[config.mk]
export PLATFORM = sky130hd
export DESIGN_NAME = recursive_mutex_priority_inherit_unit
export DESIGN_NICKNAME = d
export VERILOG_FILES = /design/src/rmpi_pkg.sv /design/src/recursive_mutex_priority_inherit_unit.sv /design/src/rmpi_cell.sv
export VERILOG_INCLUDE_DIRS = /design/src /design/src/src
export SDC_FILE = /design/constraint.sdc
export NUM_CORES = 1
export LEC_CHECK = 0
export ABC_AREA = 1
export BUFFER_PORTS_ARGS = -buffer_cell sky130_fd_sc_hd__buf_2
export CORE_MARGIN = 5
export CORE_UTILIZATION = 55
export DETAILED_ROUTE_END_ITERATION = 12
export PLACE_DENSITY = 0.83
export SLEW_MARGIN = 20
export SYNTH_ARGS = -nofsm -noshare
export SYNTH_HDL_FRONTEND = slang
export SYNTH_HIERARCHICAL = 1
export SYNTH_SLANG_ARGS = --single-unit
[constraint.sdc]
create_clock -name clk -period 5.07 [get_ports clk]
set_input_delay 0 -clock clk [delete_from_list [all_inputs] [get_ports clk]]
set_output_delay 0 -clock clk [all_outputs]
set_load 0.02 [all_outputs]
[src/recursive_mutex_priority_inherit_unit_defines.svh]
// assertion macros for the recursive mutex unit
// used by modules that sample clk and arst_n
`ifndef RECURSIVE_MUTEX_PRIORITY_INHERIT_UNIT_DEFINES_SVH
`define RECURSIVE_MUTEX_PRIORITY_INHERIT_UNIT_DEFINES_SVH

// same-cycle implication
`define RMPI_ASSERT_NOW(label, ante, cons, msg) \
	label: assert property (@(posedge clk) disable iff (!arst_n) (ante) |-> (cons)) \
		else $error(msg);

// next-cycle implication
`define RMPI_ASSERT_NEXT(label, ante, cons, msg) \
	label: assert property (@(posedge clk) disable iff (!arst_n) (ante) |=> (cons)) \
		else $error(msg);

`endif

[src/rmpi_pkg.sv]
// shared types and constants for the recursive mutex unit
// no dependencies
package rmpi_pkg;

	localparam int WAITER_DEPTH = 8;
	localparam int TASK_W       = 5;
	localparam int PRI_W        = 8;
	localparam int COUNT_W      = 8;

	localparam logic [COUNT_W-1:0] COUNT_MAX = {COUNT_W{1'b1}};

	localparam logic [1:0] MODE_LOCK    = 2'd0;
	localparam logic [1:0] MODE_UNLOCK  = 2'd1;
	localparam logic [1:0] MODE_TIMEOUT = 2'd2;
	localparam logic [1:0] MODE_IGNORE  = 2'd3;

	localparam logic [2:0] ST_OK        = 3'd0;
	localparam logic [2:0] ST_BLOCK     = 3'd1;
	localparam logic [2:0] ST_TIMEOUT   = 3'd2;
	localparam logic [2:0] ST_NOT_OWNER = 3'd3;
	localparam logic [2:0] ST_FULL      = 3'd4;
	localparam logic [2:0] ST_OVERFLOW  = 3'd5;

	localparam logic [1:0] CELL_HOLD    = 2'd0;
	localparam logic [1:0] CELL_INSERT  = 2'd1;
	localparam logic [1:0] CELL_REMOVE  = 2'd2;

	typedef struct packed {
		logic [TASK_W-1:0] task_id;
		logic [PRI_W-1:0]  pri;
		logic [PRI_W-1:0]  base;
	} entry_t;

	typedef struct packed {
		logic [1:0]        op;
		logic              match_en;
		logic [TASK_W-1:0] id;
		entry_t            entry;
	} cell_cmd_t;

endpackage

[src/recursive_mutex_priority_inherit_unit.sv]
// recursive mutex with one-level priority inheritance, waiters in a row of queue cells
// depends on rmpi_pkg, rmpi_cell and the assertion macro header
// each accepted beat is held in the input register until the output register is free, then its
// result is registered there; a new beat is accepted only after the previous one has left the
// input register, once the queue cells have been updated
// the output register lets the next beat enter while a result still waits
// reset clears ownership, the hold count and all queue valid bits
`include "recursive_mutex_priority_inherit_unit_defines.svh"
module recursive_mutex_priority_inherit_unit (
	input  logic        clk,
	input  logic        arst_n,
	input  logic        s_axis_tvalid,
	output logic        s_axis_tready,
	input  logic [23:0] s_axis_tdata,  // task_id, task_priority, task_base_priority, no_wait
	input  logic [1:0]  s_axis_tuser,  // mode
	output logic        m_axis_tvalid,
	input  logic        m_axis_tready,
	output logic [31:0] m_axis_tdata,  // owner_valid, owner_id, owner_priority, boosted,
	                                   // woken_valid, woken_id, restored_priority
	output logic [2:0]  m_axis_tuser   // status
);
	import rmpi_pkg::*;

	// input stage
	logic              busy_q;
	logic [1:0]        mode_q;
	logic [TASK_W-1:0] id_q;
	logic [PRI_W-1:0]  pri_q;
	logic [PRI_W-1:0]  base_q;
	logic              nowait_q;

	// mutex state
	logic               held_q;
	logic [TASK_W-1:0]  holder_q;
	logic [PRI_W-1:0]   holder_pri_q;
	logic [PRI_W-1:0]   holder_base_q;
	logic [COUNT_W-1:0] count_q;

	// result register
	logic               out_valid_q;
	logic [2:0]         status_q;
	logic               owner_valid_q;
	logic [TASK_W-1:0]  owner_id_q;
	logic [PRI_W-1:0]   owner_pri_q;
	logic               boosted_q;
	logic               woken_valid_q;
	logic [TASK_W-1:0]  woken_id_q;
	logic [PRI_W-1:0]   restored_q;

	logic fire;

	// queue chain
	cell_cmd_t cmd;
	logic      pop;
	logic      ge_c    [0:WAITER_DEPTH];
	logic      hit_c   [0:WAITER_DEPTH];
	logic      valid_c [0:WAITER_DEPTH+1];
	entry_t    entry_c [0:WAITER_DEPTH+1];
	logic      q_full;
	logic      q_nonempty;

	// next values
	logic               held_d;
	logic [TASK_W-1:0]  holder_d;
	logic [PRI_W-1:0]   holder_pri_d;
	logic [PRI_W-1:0]   holder_base_d;
	logic [COUNT_W-1:0] count_d;
	logic [2:0]         status_d;
	logic               boosted_d;
	logic               woken_valid_d;
	logic [TASK_W-1:0]  woken_id_d;
	logic [PRI_W-1:0]   restored_d;
	logic [1:0]         op_d;
	logic               match_d;

	assign s_axis_tready = !busy_q;
	assign fire          = busy_q && (!out_valid_q || m_axis_tready);

	assign ge_c[0]               = 1'b1;
	assign hit_c[0]              = pop;
	assign valid_c[0]            = 1'b1;
	assign entry_c[0]            = cmd.entry;
	assign valid_c[WAITER_DEPTH+1] = 1'b0;
	assign entry_c[WAITER_DEPTH+1] = '0;
	assign q_full                = valid_c[WAITER_DEPTH];
	assign q_nonempty            = valid_c[1];

	for (genvar i = 0; i < WAITER_DEPTH; i++) begin : g_cell
		rmpi_cell u_cell (
			.clk        (clk),
			.arst_n     (arst_n),
			.cmd        (cmd),
			.left_ge    (ge_c[i]),
			.left_hit   (hit_c[i]),
			.left_valid (valid_c[i]),
			.left_entry (entry_c[i]),
			.right_valid(valid_c[i+2]),
			.right_entry(entry_c[i+2]),
			.ge         (ge_c[i+1]),
			.hit        (hit_c[i+1]),
			.valid      (valid_c[i+1]),
			.entry      (entry_c[i+1])
		);
	end

	always_comb begin
		held_d        = held_q;
		holder_d      = holder_q;
		holder_pri_d  = holder_pri_q;
		holder_base_d = holder_base_q;
		count_d       = count_q;
		status_d      = ST_OK;
		boosted_d     = 1'b0;
		woken_valid_d = 1'b0;
		woken_id_d    = '0;
		restored_d    = '0;
		op_d          = CELL_HOLD;
		match_d       = 1'b0;
		pop           = 1'b0;
		unique case (mode_q)
			MODE_LOCK: begin
				if (!held_q) begin
					held_d        = 1'b1;
					holder_d      = id_q;
					holder_pri_d  = pri_q;
					holder_base_d = base_q;
					count_d       = COUNT_W'(1);
				end else if (holder_q == id_q) begin
					if (count_q == COUNT_MAX) begin
						status_d = ST_OVERFLOW;
					end else begin
						count_d = count_q + COUNT_W'(1);
					end
				end else if (nowait_q) begin
					status_d = ST_TIMEOUT;
				end else if (q_full) begin
					status_d = ST_FULL;
				end else begin
					if (pri_q > holder_pri_q) begin
						holder_pri_d = pri_q;
						boosted_d    = 1'b1;
					end
					op_d     = CELL_INSERT;
					status_d = ST_BLOCK;
				end
			end
			MODE_UNLOCK: begin
				if (!held_q || holder_q != id_q) begin
					status_d = ST_NOT_OWNER;
				end else if (count_q > COUNT_W'(1)) begin
					count_d = count_q - COUNT_W'(1);
				end else begin
					restored_d = holder_base_q;
					if (q_nonempty) begin
						holder_d      = entry_c[1].task_id;
						holder_pri_d  = entry_c[1].pri;
						holder_base_d = entry_c[1].base;
						count_d       = COUNT_W'(1);
						woken_valid_d = 1'b1;
						woken_id_d    = entry_c[1].task_id;
						op_d          = CELL_REMOVE;
						pop           = 1'b1;
					end else begin
						held_d        = 1'b0;
						holder_d      = '0;
						holder_pri_d  = '0;
						holder_base_d = '0;
						count_d       = '0;
					end
				end
			end
			MODE_TIMEOUT: begin
				if (!(held_q && holder_q == id_q)) begin
					status_d = ST_TIMEOUT;
					op_d     = CELL_REMOVE;
					match_d  = 1'b1;
				end
			end
			MODE_IGNORE: begin
			end
		endcase
		cmd.op            = fire ? op_d : CELL_HOLD;
		cmd.match_en      = match_d;
		cmd.id            = id_q;
		cmd.entry.task_id = id_q;
		cmd.entry.pri     = pri_q;
		cmd.entry.base    = base_q;
	end

	always_ff @(posedge clk or negedge arst_n) begin
		if (!arst_n) begin
			busy_q        <= 1'b0;
			out_valid_q   <= 1'b0;
			held_q        <= 1'b0;
			holder_q      <= '0;
			holder_pri_q  <= '0;
			holder_base_q <= '0;
			count_q       <= '0;
		end else begin
			if (s_axis_tvalid && s_axis_tready) begin
				busy_q <= 1'b1;
			end else if (fire) begin
				busy_q <= 1'b0;
			end
			if (fire) begin
				out_valid_q   <= 1'b1;
				held_q        <= held_d;
				holder_q      <= holder_d;
				holder_pri_q  <= holder_pri_d;
				holder_base_q <= holder_base_d;
				count_q       <= count_d;
			end else if (m_axis_tready) begin
				out_valid_q <= 1'b0;
			end
		end
	end

	always_ff @(posedge clk) begin
		if (s_axis_tvalid && s_axis_tready) begin
			mode_q   <= s_axis_tuser;
			id_q     <= s_axis_tdata[4:0];
			pri_q    <= s_axis_tdata[12:5];
			base_q   <= s_axis_tdata[20:13];
			nowait_q <= s_axis_tdata[21];
		end
		if (fire) begin
			status_q      <= status_d;
			owner_valid_q <= held_d;
			owner_id_q    <= held_d ? holder_d : '0;
			owner_pri_q   <= held_d ? holder_pri_d : '0;
			boosted_q     <= boosted_d;
			woken_valid_q <= woken_valid_d;
			woken_id_q    <= woken_id_d;
			restored_q    <= restored_d;
		end
	end

	assign m_axis_tvalid = out_valid_q;
	assign m_axis_tuser  = status_q;
	assign m_axis_tdata  = {3'b000, restored_q, woken_id_q, woken_valid_q, boosted_q,
		owner_pri_q, owner_id_q, owner_valid_q};

	`RMPI_ASSERT_NOW(a_waiters_need_owner, valid_c[1], held_q, "waiters queued on a free mutex")
	`RMPI_ASSERT_NOW(a_count_when_held, held_q, count_q != '0, "mutex held with zero count")
	`RMPI_ASSERT_NEXT(a_accept_sets_busy, s_axis_tvalid && s_axis_tready, busy_q, "accepted beat lost")
	`RMPI_ASSERT_NOW(a_woken_is_owner, m_axis_tvalid && m_axis_tdata[15], m_axis_tdata[0] && (m_axis_tdata[20:16] == m_axis_tdata[5:1]), "woken task is not the owner")

endmodule

[src/rmpi_cell.sv]
// one slot of the sorted waiter queue
// depends on rmpi_pkg
module rmpi_cell (
	input  logic               clk,
	input  logic               arst_n,
	input  rmpi_pkg::cell_cmd_t cmd,
	input  logic               left_ge,
	input  logic               left_hit,
	input  logic               left_valid,
	input  rmpi_pkg::entry_t   left_entry,
	input  logic               right_valid,
	input  rmpi_pkg::entry_t   right_entry,
	output logic               ge,
	output logic               hit,
	output logic               valid,
	output rmpi_pkg::entry_t   entry
);
	import rmpi_pkg::*;

	logic   valid_q;
	entry_t entry_q;
	logic   match;

	assign ge    = valid_q && !(cmd.entry.pri > entry_q.pri);
	assign match = cmd.match_en && valid_q && (entry_q.task_id == cmd.id);
	assign hit   = left_hit || match;
	assign valid = valid_q;
	assign entry = entry_q;

	always_ff @(posedge clk or negedge arst_n) begin
		if (!arst_n) begin
			valid_q <= 1'b0;
		end else begin
			case (cmd.op)
				CELL_INSERT: begin
					if (!ge) begin
						valid_q <= left_ge ? 1'b1 : left_valid;
					end
				end
				CELL_REMOVE: begin
					if (hit) begin
						valid_q <= right_valid;
					end
				end
				default: begin
				end
			endcase
		end
	end

	always_ff @(posedge clk) begin
		case (cmd.op)
			CELL_INSERT: begin
				if (!ge) begin
					entry_q <= left_ge ? cmd.entry : left_entry;
				end
			end
			CELL_REMOVE: begin
				if (hit) begin
					entry_q <= right_entry;
				end
			end
			default: begin
			end
		endcase
	end

endmodule

; Word-level counts from Yosys, hierarchy flattened
; Cells that the tools add are included.
; Widths: inputs -> output; s select.
[classes]
add_sub_neg = 2
order_cmp = 10
n_eq_ne = 36
mux = 121
bitwise = 3
n_reduce_logical = 65
[ops]
columns = op, n
row1 = $mux 21, 23
row2 = $pmux 21 s2, 8
row3 = $mux 8, 17
row4 = $gt 8x8->1, 9
row5 = $pmux 8 s2, 3
row6 = $eq 5x5->1, 9
row7 = $mux 1, 42
row8 = $logic_and 1x1->1, 27
row9 = $reduce_and 3->1, 8
row10 = $ne 2x2->1 const B, 11
row11 = $mux 5, 4
row12 = $pmux 1 s2, 9
row13 = $ne 2x1->1 const B, 8
row14 = $mux 3, 5
row15 = $mux 2, 7
row16 = $logic_not 1->1, 11
row17 = $logic_or 1x1->1, 10
row18 = $pmux 5 s2, 1
row19 = $reduce_and 5->1, 2
row20 = $pmux 3 s3, 1
row21 = $add 8x1->8 const B, 1
row22 = $eq 8x8->1 const B, 1
row23 = $gt 8x1->1 const B, 1
row24 = $reduce_bool 2->1, 4
row25 = 10 further kinds, 15
[totals]
register_bits = 264
out_inout_bits = 37
wordCells = 289

; Logic depth before layout (Yosys ltp)
; Gate-level depths: netlist of the first run.
[logic_depth]
depth_word = 16
depth_mapped = 32
depth_no_buf = 32

; Modules after synthesis
; Netlist of the first run, hierarchy kept.
[by_module_without_submodules]
columns = mod, instances, cells_each, area_per_inst_um2, seq_area_each_um2
row1 = rmpi_cell, 8, 220, 1565.3, 655.6
row2 = recursive_mutex_priority_inherit_unit, 1, 603, 4908.5, 2482.4

; Worst setup path after synthesis of the first run
; OpenSTA, ideal clock, no wires.
[synth_path]
path_kind = reg-to-reg
from = register id_q[3]
to = register g_cell[0].u_cell.entry_q (netlist bit g_cell[0].u_cell/entry[0]), enable pin
arrival_time_ns = 3.275
required_time_ns = 4.694
path_slack_ns = 1.420
stages_incl_launch_ff = 17
period_less_slack_ns = 3.650
path_cell_list = edfxtp_1 > inv_1 > nand2_1 > nand2_2 > nor2_4 > nand4_4 > nor2_4 > nand2_2 > nor2_2 > inv_1 > a21oi_1 > inv_2 > nor2_4 > nand2_2 > nand2_2 > nand2_2 > inv_1
[synth_rtl]
columns = element, line
row1 = "start, declared", recursive_mutex_priority_inherit_unit.sv:27  ; logic [TASK_W-1:0] id_q;
row2 = "start signal, assigned", recursive_mutex_priority_inherit_unit.sv:221  ; id_q <= s_axis_tdata[4:0];
row3 = "end signal, assigned", rmpi_cell.sv:55  ; entry_q <= left_ge ? cmd.entry : left_entry;
row4 = "end signal, assigned", rmpi_cell.sv:60  ; entry_q <= right_entry;
row5 = "end, declared", rmpi_cell.sv:21  ; entry_t entry_q;

==> impl_metrics.env, run 1 <==
export IMPL_outcome="complete, no violations"
export IMPL_diodes=0
export IMPL_drive_gt1_share_pct=10.1
export IMPL_max_freq_ghz=0.243
export IMPL_reg2reg_depth=24
export IMPL_insertion_delay_ps=570
export IMPL_clock_skew_final_ps=16.8
export IMPL_cp_end_kind="flip-flop"
export IMPL_slowest_delay_ps=680
export IMPL_slowest_stage="edfxtp_1"
export IMPL_area_delta_synth_final_pct=11.2
export IMPL_clock_sinks=264
export IMPL_io_pin_count=67
export IMPL_wire_per_inst_um=13.5
export IMPL_gr_total_overflow=0
export IMPL_final_area_um2=19400
export IMPL_hold_viol=0
export IMPL_start_kind="flip-flop"
export IMPL_dr_pass1_iters=6
export IMPL_cts_tree="yes"
export IMPL_grt_pass1_wl_um=65300
export IMPL_power_per_cell_area_nw_per_um2=417
export IMPL_final_fill_count=2665
export IMPL_path_clk_slew_ps=60
export IMPL_rr_startpoint="mode_q[1]"
export IMPL_fin_util_pct=61.7
export IMPL_crit_chain="inv_1 -> nand2_1 -> inv_1 -> nand2_2 -> nor2_2 -> inv_1 -> nand2_2 -> inv_1 -> nand2_2 -> inv_1 -> nand2_2 -> inv_1 -> nand2_2 -> inv_1 -> nand2_2 -> inv_1 -> nand2_2 -> inv_1 -> nand2_2 -> nand2_2 -> nand2_2 -> nand2_2 -> inv_1 -> buf_4"
export IMPL_path_buf_inv=11
export IMPL_die_w_um=188
export IMPL_finalMaxSlewViolations=0
export IMPL_htree_levels=1
export IMPL_max_cap_violations=0
export IMPL_hpwl_um=28700
export IMPL_root_buffer="clkbuf_16"
export IMPL_post_cts_buffers=0
export IMPL_synthCells=2362
export IMPL_place_area_um2=18100
export IMPL_drc=0
export IMPL_leakage_nw=9.16
export IMPL_rsz0062_at_grt="no"
export IMPL_min_period_ps=4110
export IMPL_slew_limit_headroom_pct=39.0
export IMPL_antenna_found_initial=0
export IMPL_path_class="flip-flop to flip-flop"
export IMPL_grt_pass1_vias=14000
export IMPL_yosysWarnings=6
export IMPL_cp_depth=24
export IMPL_gp_congestion=0.888
export IMPL_post_route_period_util_pct=81.1
export IMPL_critPathLaunch="mode_q[1]"
export IMPL_cp_arrival_ps=4380
export IMPL_worstMarginPinSlew_ps=915
export IMPL_routed_wl_um=38600
export IMPL_finalPower_mw=8.07
export IMPL_clockBufferDepth=3
export IMPL_setup_violations=0
export IMPL_setup_tns_ps=0
export IMPL_syn_area_per_cell_um2=7.38
export IMPL_numPortBuffers=61
export IMPL_final_nets=2547
export IMPL_start_util_pct=55.5
export IMPL_grt_max_degree=50
export IMPL_crit_fanout=21
export IMPL_cp_common_cell="nand2_2"
export IMPL_layout_common_cells="795 x nand2_1, 412 x inv_1, 224 x edfxtp_1"
export IMPL_numCtsBuffers=30
export IMPL_cp_required_ps=5330
export IMPL_worstSetupEndpoint="g_cell[6].u_cell/entry[18]"
export IMPL_drt_vias_per_instance=5.08
export IMPL_syn_cell_area_um2=17400
export IMPL_die_h_um=188
export IMPL_hp_class="input pin to async pin"
export IMPL_rr_endpoint="g_cell[6].u_cell/entry[18]"
export IMPL_critical_path_top_delay_family="buffers and inverters"
export IMPL_num_rows=65
export IMPL_num_vias=14600
export IMPL_r2r_slack_ps=960
export IMPL_die_area_um2=35300
export IMPL_final_common_cell="nand2_1"
export IMPL_drt_iter0_markers=1351
export IMPL_grt_usage_pct=21.6
export IMPL_irDropWorstVdd_mv=0.306
export IMPL_core_area_um2=31400
export IMPL_antenna_left=0
## flip-flops by register name, summed over array words and instances, names as in the netlist, 8 cells and up
| register | flops |
|---|---|
| g_cell.u_cell/entry | 168 |
| base_q | 8 |
| count_q | 8 |
| g_cell.u_cell/valid | 8 |
| holder_base_q | 8 |
| holder_pri_q | 8 |
| owner_pri_q | 8 |
| pri_q | 8 |
| restored_q | 8 |
## worst min-delay path by stage
stage / startpoint / to / slack (ps) / cells past startpoint
after floorplan: arst_n / busy_q / -300 / 0
after global placement: arst_n / holder_pri_q[6] / 110 / 2
after detailed placement: arst_n / holder_pri_q[6] / 120 / 2
after CTS: arst_n / holder_pri_q[4] / 60 / 3
after global routing: arst_n / holder_pri_q[4] / 120 / 3
final: arst_n / holder_pri_q[6] / 60 / 3
## repair_timing
item / 4_1_cts / 5_1_grt
gates resized for setup: 0 / 0
hold buffers: 27 / 0
endpoints found under the hold margin: 66 / 0
## tightest hold or removal path, stage by stage
cell	delay [ps]
dlygate4sd3_1	520
buf_2	100
buf_4	450
## routing by layer
layer	track usage, %	vias to the layer above	wire length (um)
li1	-	7573	-
met1	29.1	6490	17000
met2	37.7	448	18400
met3	2.72	65	2410
met4	4.63	0	810
met5	0	-	0
## cell type report
class	count	area, um2	share of cell area, %
Inverter	452	1700	8.76
Sequential cell	264	7730	39.9
Tap cell	402	503	2.60
Clock buffer	43	850	4.39
Timing Repair Buffer	117	793	4.09
Clock inverter	13	156	0.807
Multi-Input combinational cell	1577	7650	39.5
## report_power, final
| part | internal (mW) | total (mW) | switching (mW) |
|---|---|---|---|
| logic | 0.888 | 2.72 | 1.84 |
| clock network | 1.31 | 2.19 | 0.873 |
| registers | 2.82 | 3.16 | 0.339 |
| total | 5.02 | 8.07 | 3.05 |
## through the flow
step                cells  hold WS [ps]  setup slack, ps
floorplan            2387          -296             1420
global placement     2785           111             1010
detailed placement   2785           117             1010
CTS                  2868          63.9              979
global route         2868           116              619
finish               2868          58.8              958
No activity file was read; power rests on OpenSTA's default activity.
==> run 2, diff against run 1 <==
--- a/config.mk
+++ b/config.mk
@@ -11,7 +11,7 @@
 export CORE_MARGIN = 5
 export CORE_UTILIZATION = 55
 export DETAILED_ROUTE_END_ITERATION = 12
-export PLACE_DENSITY = 0.83
+export PLACE_DENSITY = 0.86
 export SLEW_MARGIN = 20
 export SYNTH_ARGS = -nofsm -noshare
 export SYNTH_HDL_FRONTEND = slang
==> constraint.sdc (replaced) <==
create_clock -name clk -period 3.4 [get_ports clk]
set_input_delay 0 -clock clk [delete_from_list [all_inputs] [get_ports clk]]
set_output_delay 0 -clock clk [all_outputs]
set_load 0.02 [all_outputs]
==> impl_metrics.env, run 2 (same netlist as run 1, synthesis figures left out) <==
export IMPL_outcome="complete, no violations"
export IMPL_holdWs_ps=14.3
export IMPL_numCtsBuffers=28
export IMPL_drt_vias_per_instance=5.15
export IMPL_irDropWorstVdd_mv=0.476
export IMPL_p_clk_share_pct=25.2
export IMPL_numPortBuffers=61
export IMPL_setup_violations=0
export IMPL_worstMarginPinSlew_ps=828
export IMPL_final_cells=2884
export IMPL_post_route_period_util_pct=93.2
export IMPL_die_area_um2=35300
export IMPL_hp_class="input pin to async pin"
export IMPL_antenna_found_initial=2
export IMPL_cp_required_ps=3560
export IMPL_switchingPower_mw=4.54
export IMPL_gr_total_overflow=0
export IMPL_slew_limit_headroom_pct=44.8
export IMPL_die_h_um=188
export IMPL_drc=0
export IMPL_place_area_um2=18200
export IMPL_largest_reg_flops=168
export IMPL_regArea_um2=7730
export IMPL_grt_max_degree=50
export IMPL_dr_pass1_iters=6
export IMPL_clock_sinks=264
export IMPL_grt_pass1_wl_um=66400
export IMPL_path_clk_slew_ps=60
export IMPL_grt_pass1_vias=14300
export IMPL_hold_viol=0
export IMPL_antenna_left=0
export IMPL_p_seq_share_pct=38.9
export IMPL_leakage_nw=9.09
export IMPL_drt_iter0_markers=1436
export IMPL_grt_usage_pct=21.9
export IMPL_cts_tree="yes"
export IMPL_max_cap_violations=0
export IMPL_max_freq_ghz=0.315
export IMPL_num_vias=14800
export IMPL_slowest_delay_ps=470
export IMPL_layout_common_cells="795 x nand2_1, 402 x inv_1, 224 x edfxtp_1"
export IMPL_start_util_pct=55.5
export IMPL_core_area_um2=31400
export IMPL_finalMaxSlewViolations=0
export IMPL_p_int_mw=7.39
export IMPL_path_buf_inv=6
export IMPL_cp_arrival_ps=3330
export IMPL_gp_congestion=0.917
export IMPL_clockBufferDepth=3
export IMPL_area_delta_synth_final_pct=12.0
export IMPL_power_per_cell_area_nw_per_um2=612
export IMPL_insertion_delay_ps=550
export IMPL_cp_end_kind="flip-flop"
export IMPL_htree_levels=1
export IMPL_crit_chain="xnor2_4 -> nand4_4 -> buf_6 -> nor2_4 -> nand2_2 -> nor2_2 -> buf_4 -> inv_1 -> a21oi_2 -> buf_4 -> inv_2 -> nand2_1 -> nand2_2 -> nand2_2 -> clkinvlp_4"
export IMPL_sw_frac_of_total_pct=38.0
export IMPL_final_nets=2565
export IMPL_dp_cells=2796
export IMPL_combPwrFrac_pct=35.9
export IMPL_path_class="flip-flop to flip-flop"
export IMPL_crit_fanout=21
export IMPL_multiInputGateArea_um2=7680
export IMPL_routed_wl_um=40300
export IMPL_root_buffer="clkbuf_16"
export IMPL_cp_common_cell="nand2_2"
export IMPL_clock_skew_final_ps=21.2
export IMPL_critical_path_top_delay_family="buffers and inverters"
export IMPL_min_period_ps=3170
export IMPL_final_area_um2=19500
export IMPL_slowest_stage="edfxtp_1"
export IMPL_final_common_cell="nand2_1"
export IMPL_diodes=0
export IMPL_die_w_um=188
export IMPL_io_pin_count=67
export IMPL_final_fill_count=2594
export IMPL_wire_per_inst_um=14.0
export IMPL_drive_gt1_share_pct=11.2
export IMPL_hpwl_um=29300
export IMPL_start_kind="flip-flop"
export IMPL_num_rows=65
-- run 2: cell types whose count changed in the layout (fill, tap and decap cells not counted), sizes merged --
| cell | delta |
|---|---|
| buf | +12 |
| bufinv | -1 |
| clkbuf | -4 |
| clkinv | +2 |
| clkinvlp | +15 |
| inv | -8 |
-- run 2: timing repair --
| item | 4_1_cts | 5_1_grt |
|---|---|---|
| resized for setup | 0 | 18 |
| hold buffers | 27 | 0 |
| setup endpoints to repair | 0 | 169 |
| setup buffers | 0 | 1 |
| hold endpoints to repair | 66 | 0 |
-- run 2: worst paths after layout --
check / start / to / slack [ps] / cells past startpoint
max in group asynchronous: arst_n / holder_q[1] / 2960 / 2
hold reg to reg: holder_pri_q[5] / holder_pri_q[5] / 510 / 2
setup reg to reg: id_q[4] / g_cell[5].u_cell/entry[0] / 230 / 15
min in group clk: s_axis_tdata[8] / pri_q[3] / 150 / 2
hold / removal: arst_n / g_cell[7].u_cell/valid / 10 / 2
setup / recovery: id_q[4] / g_cell[5].u_cell/entry[0] / 230 / 15
-- run 2: metrics by stage --
stage               util (%)  setup WS [ps]  setup TNS, ps  power (mW)
finish                  62.1            230              0        11.9
global route            62.1          -4.55          -22.3        12.8
CTS                     61.8           46.8              0        11.9
detailed placement      58.1            116              0        8.85
global placement        58.1            180              0        8.65
floorplan                  -          -21.1           -443        7.79
-- run 2: power groups by stage --
stage / Combinational, mW / Clock, mW / Sequential [mW]
after floorplan: 3.01 / 0 / 4.78
after global placement: 3.99 / 0 / 4.66
after detailed placement: 4.17 / 0 / 4.68
after CTS: 4.22 / 3.06 / 4.62
after global routing: 4.87 / 3.20 / 4.70
final: 4.28 / 3.01 / 4.64
-- run 2: final cells by class --
type	count	area share, %
clock buffer	39	4.07
clock inverter	13	0.571
inverter	452	8.85
multi-input combinational	1577	39.4
sequential	264	39.6
tap	402	2.58
timing repair buffer	129	4.62
timing repair inverter	8	0.308
-- run 2: layer usage --
layer,GRT usage (%),routed length (um)
met5,0,0
met4,4.63,841
met3,2.61,2320
met2,38.9,19700
met1,29.0,17400
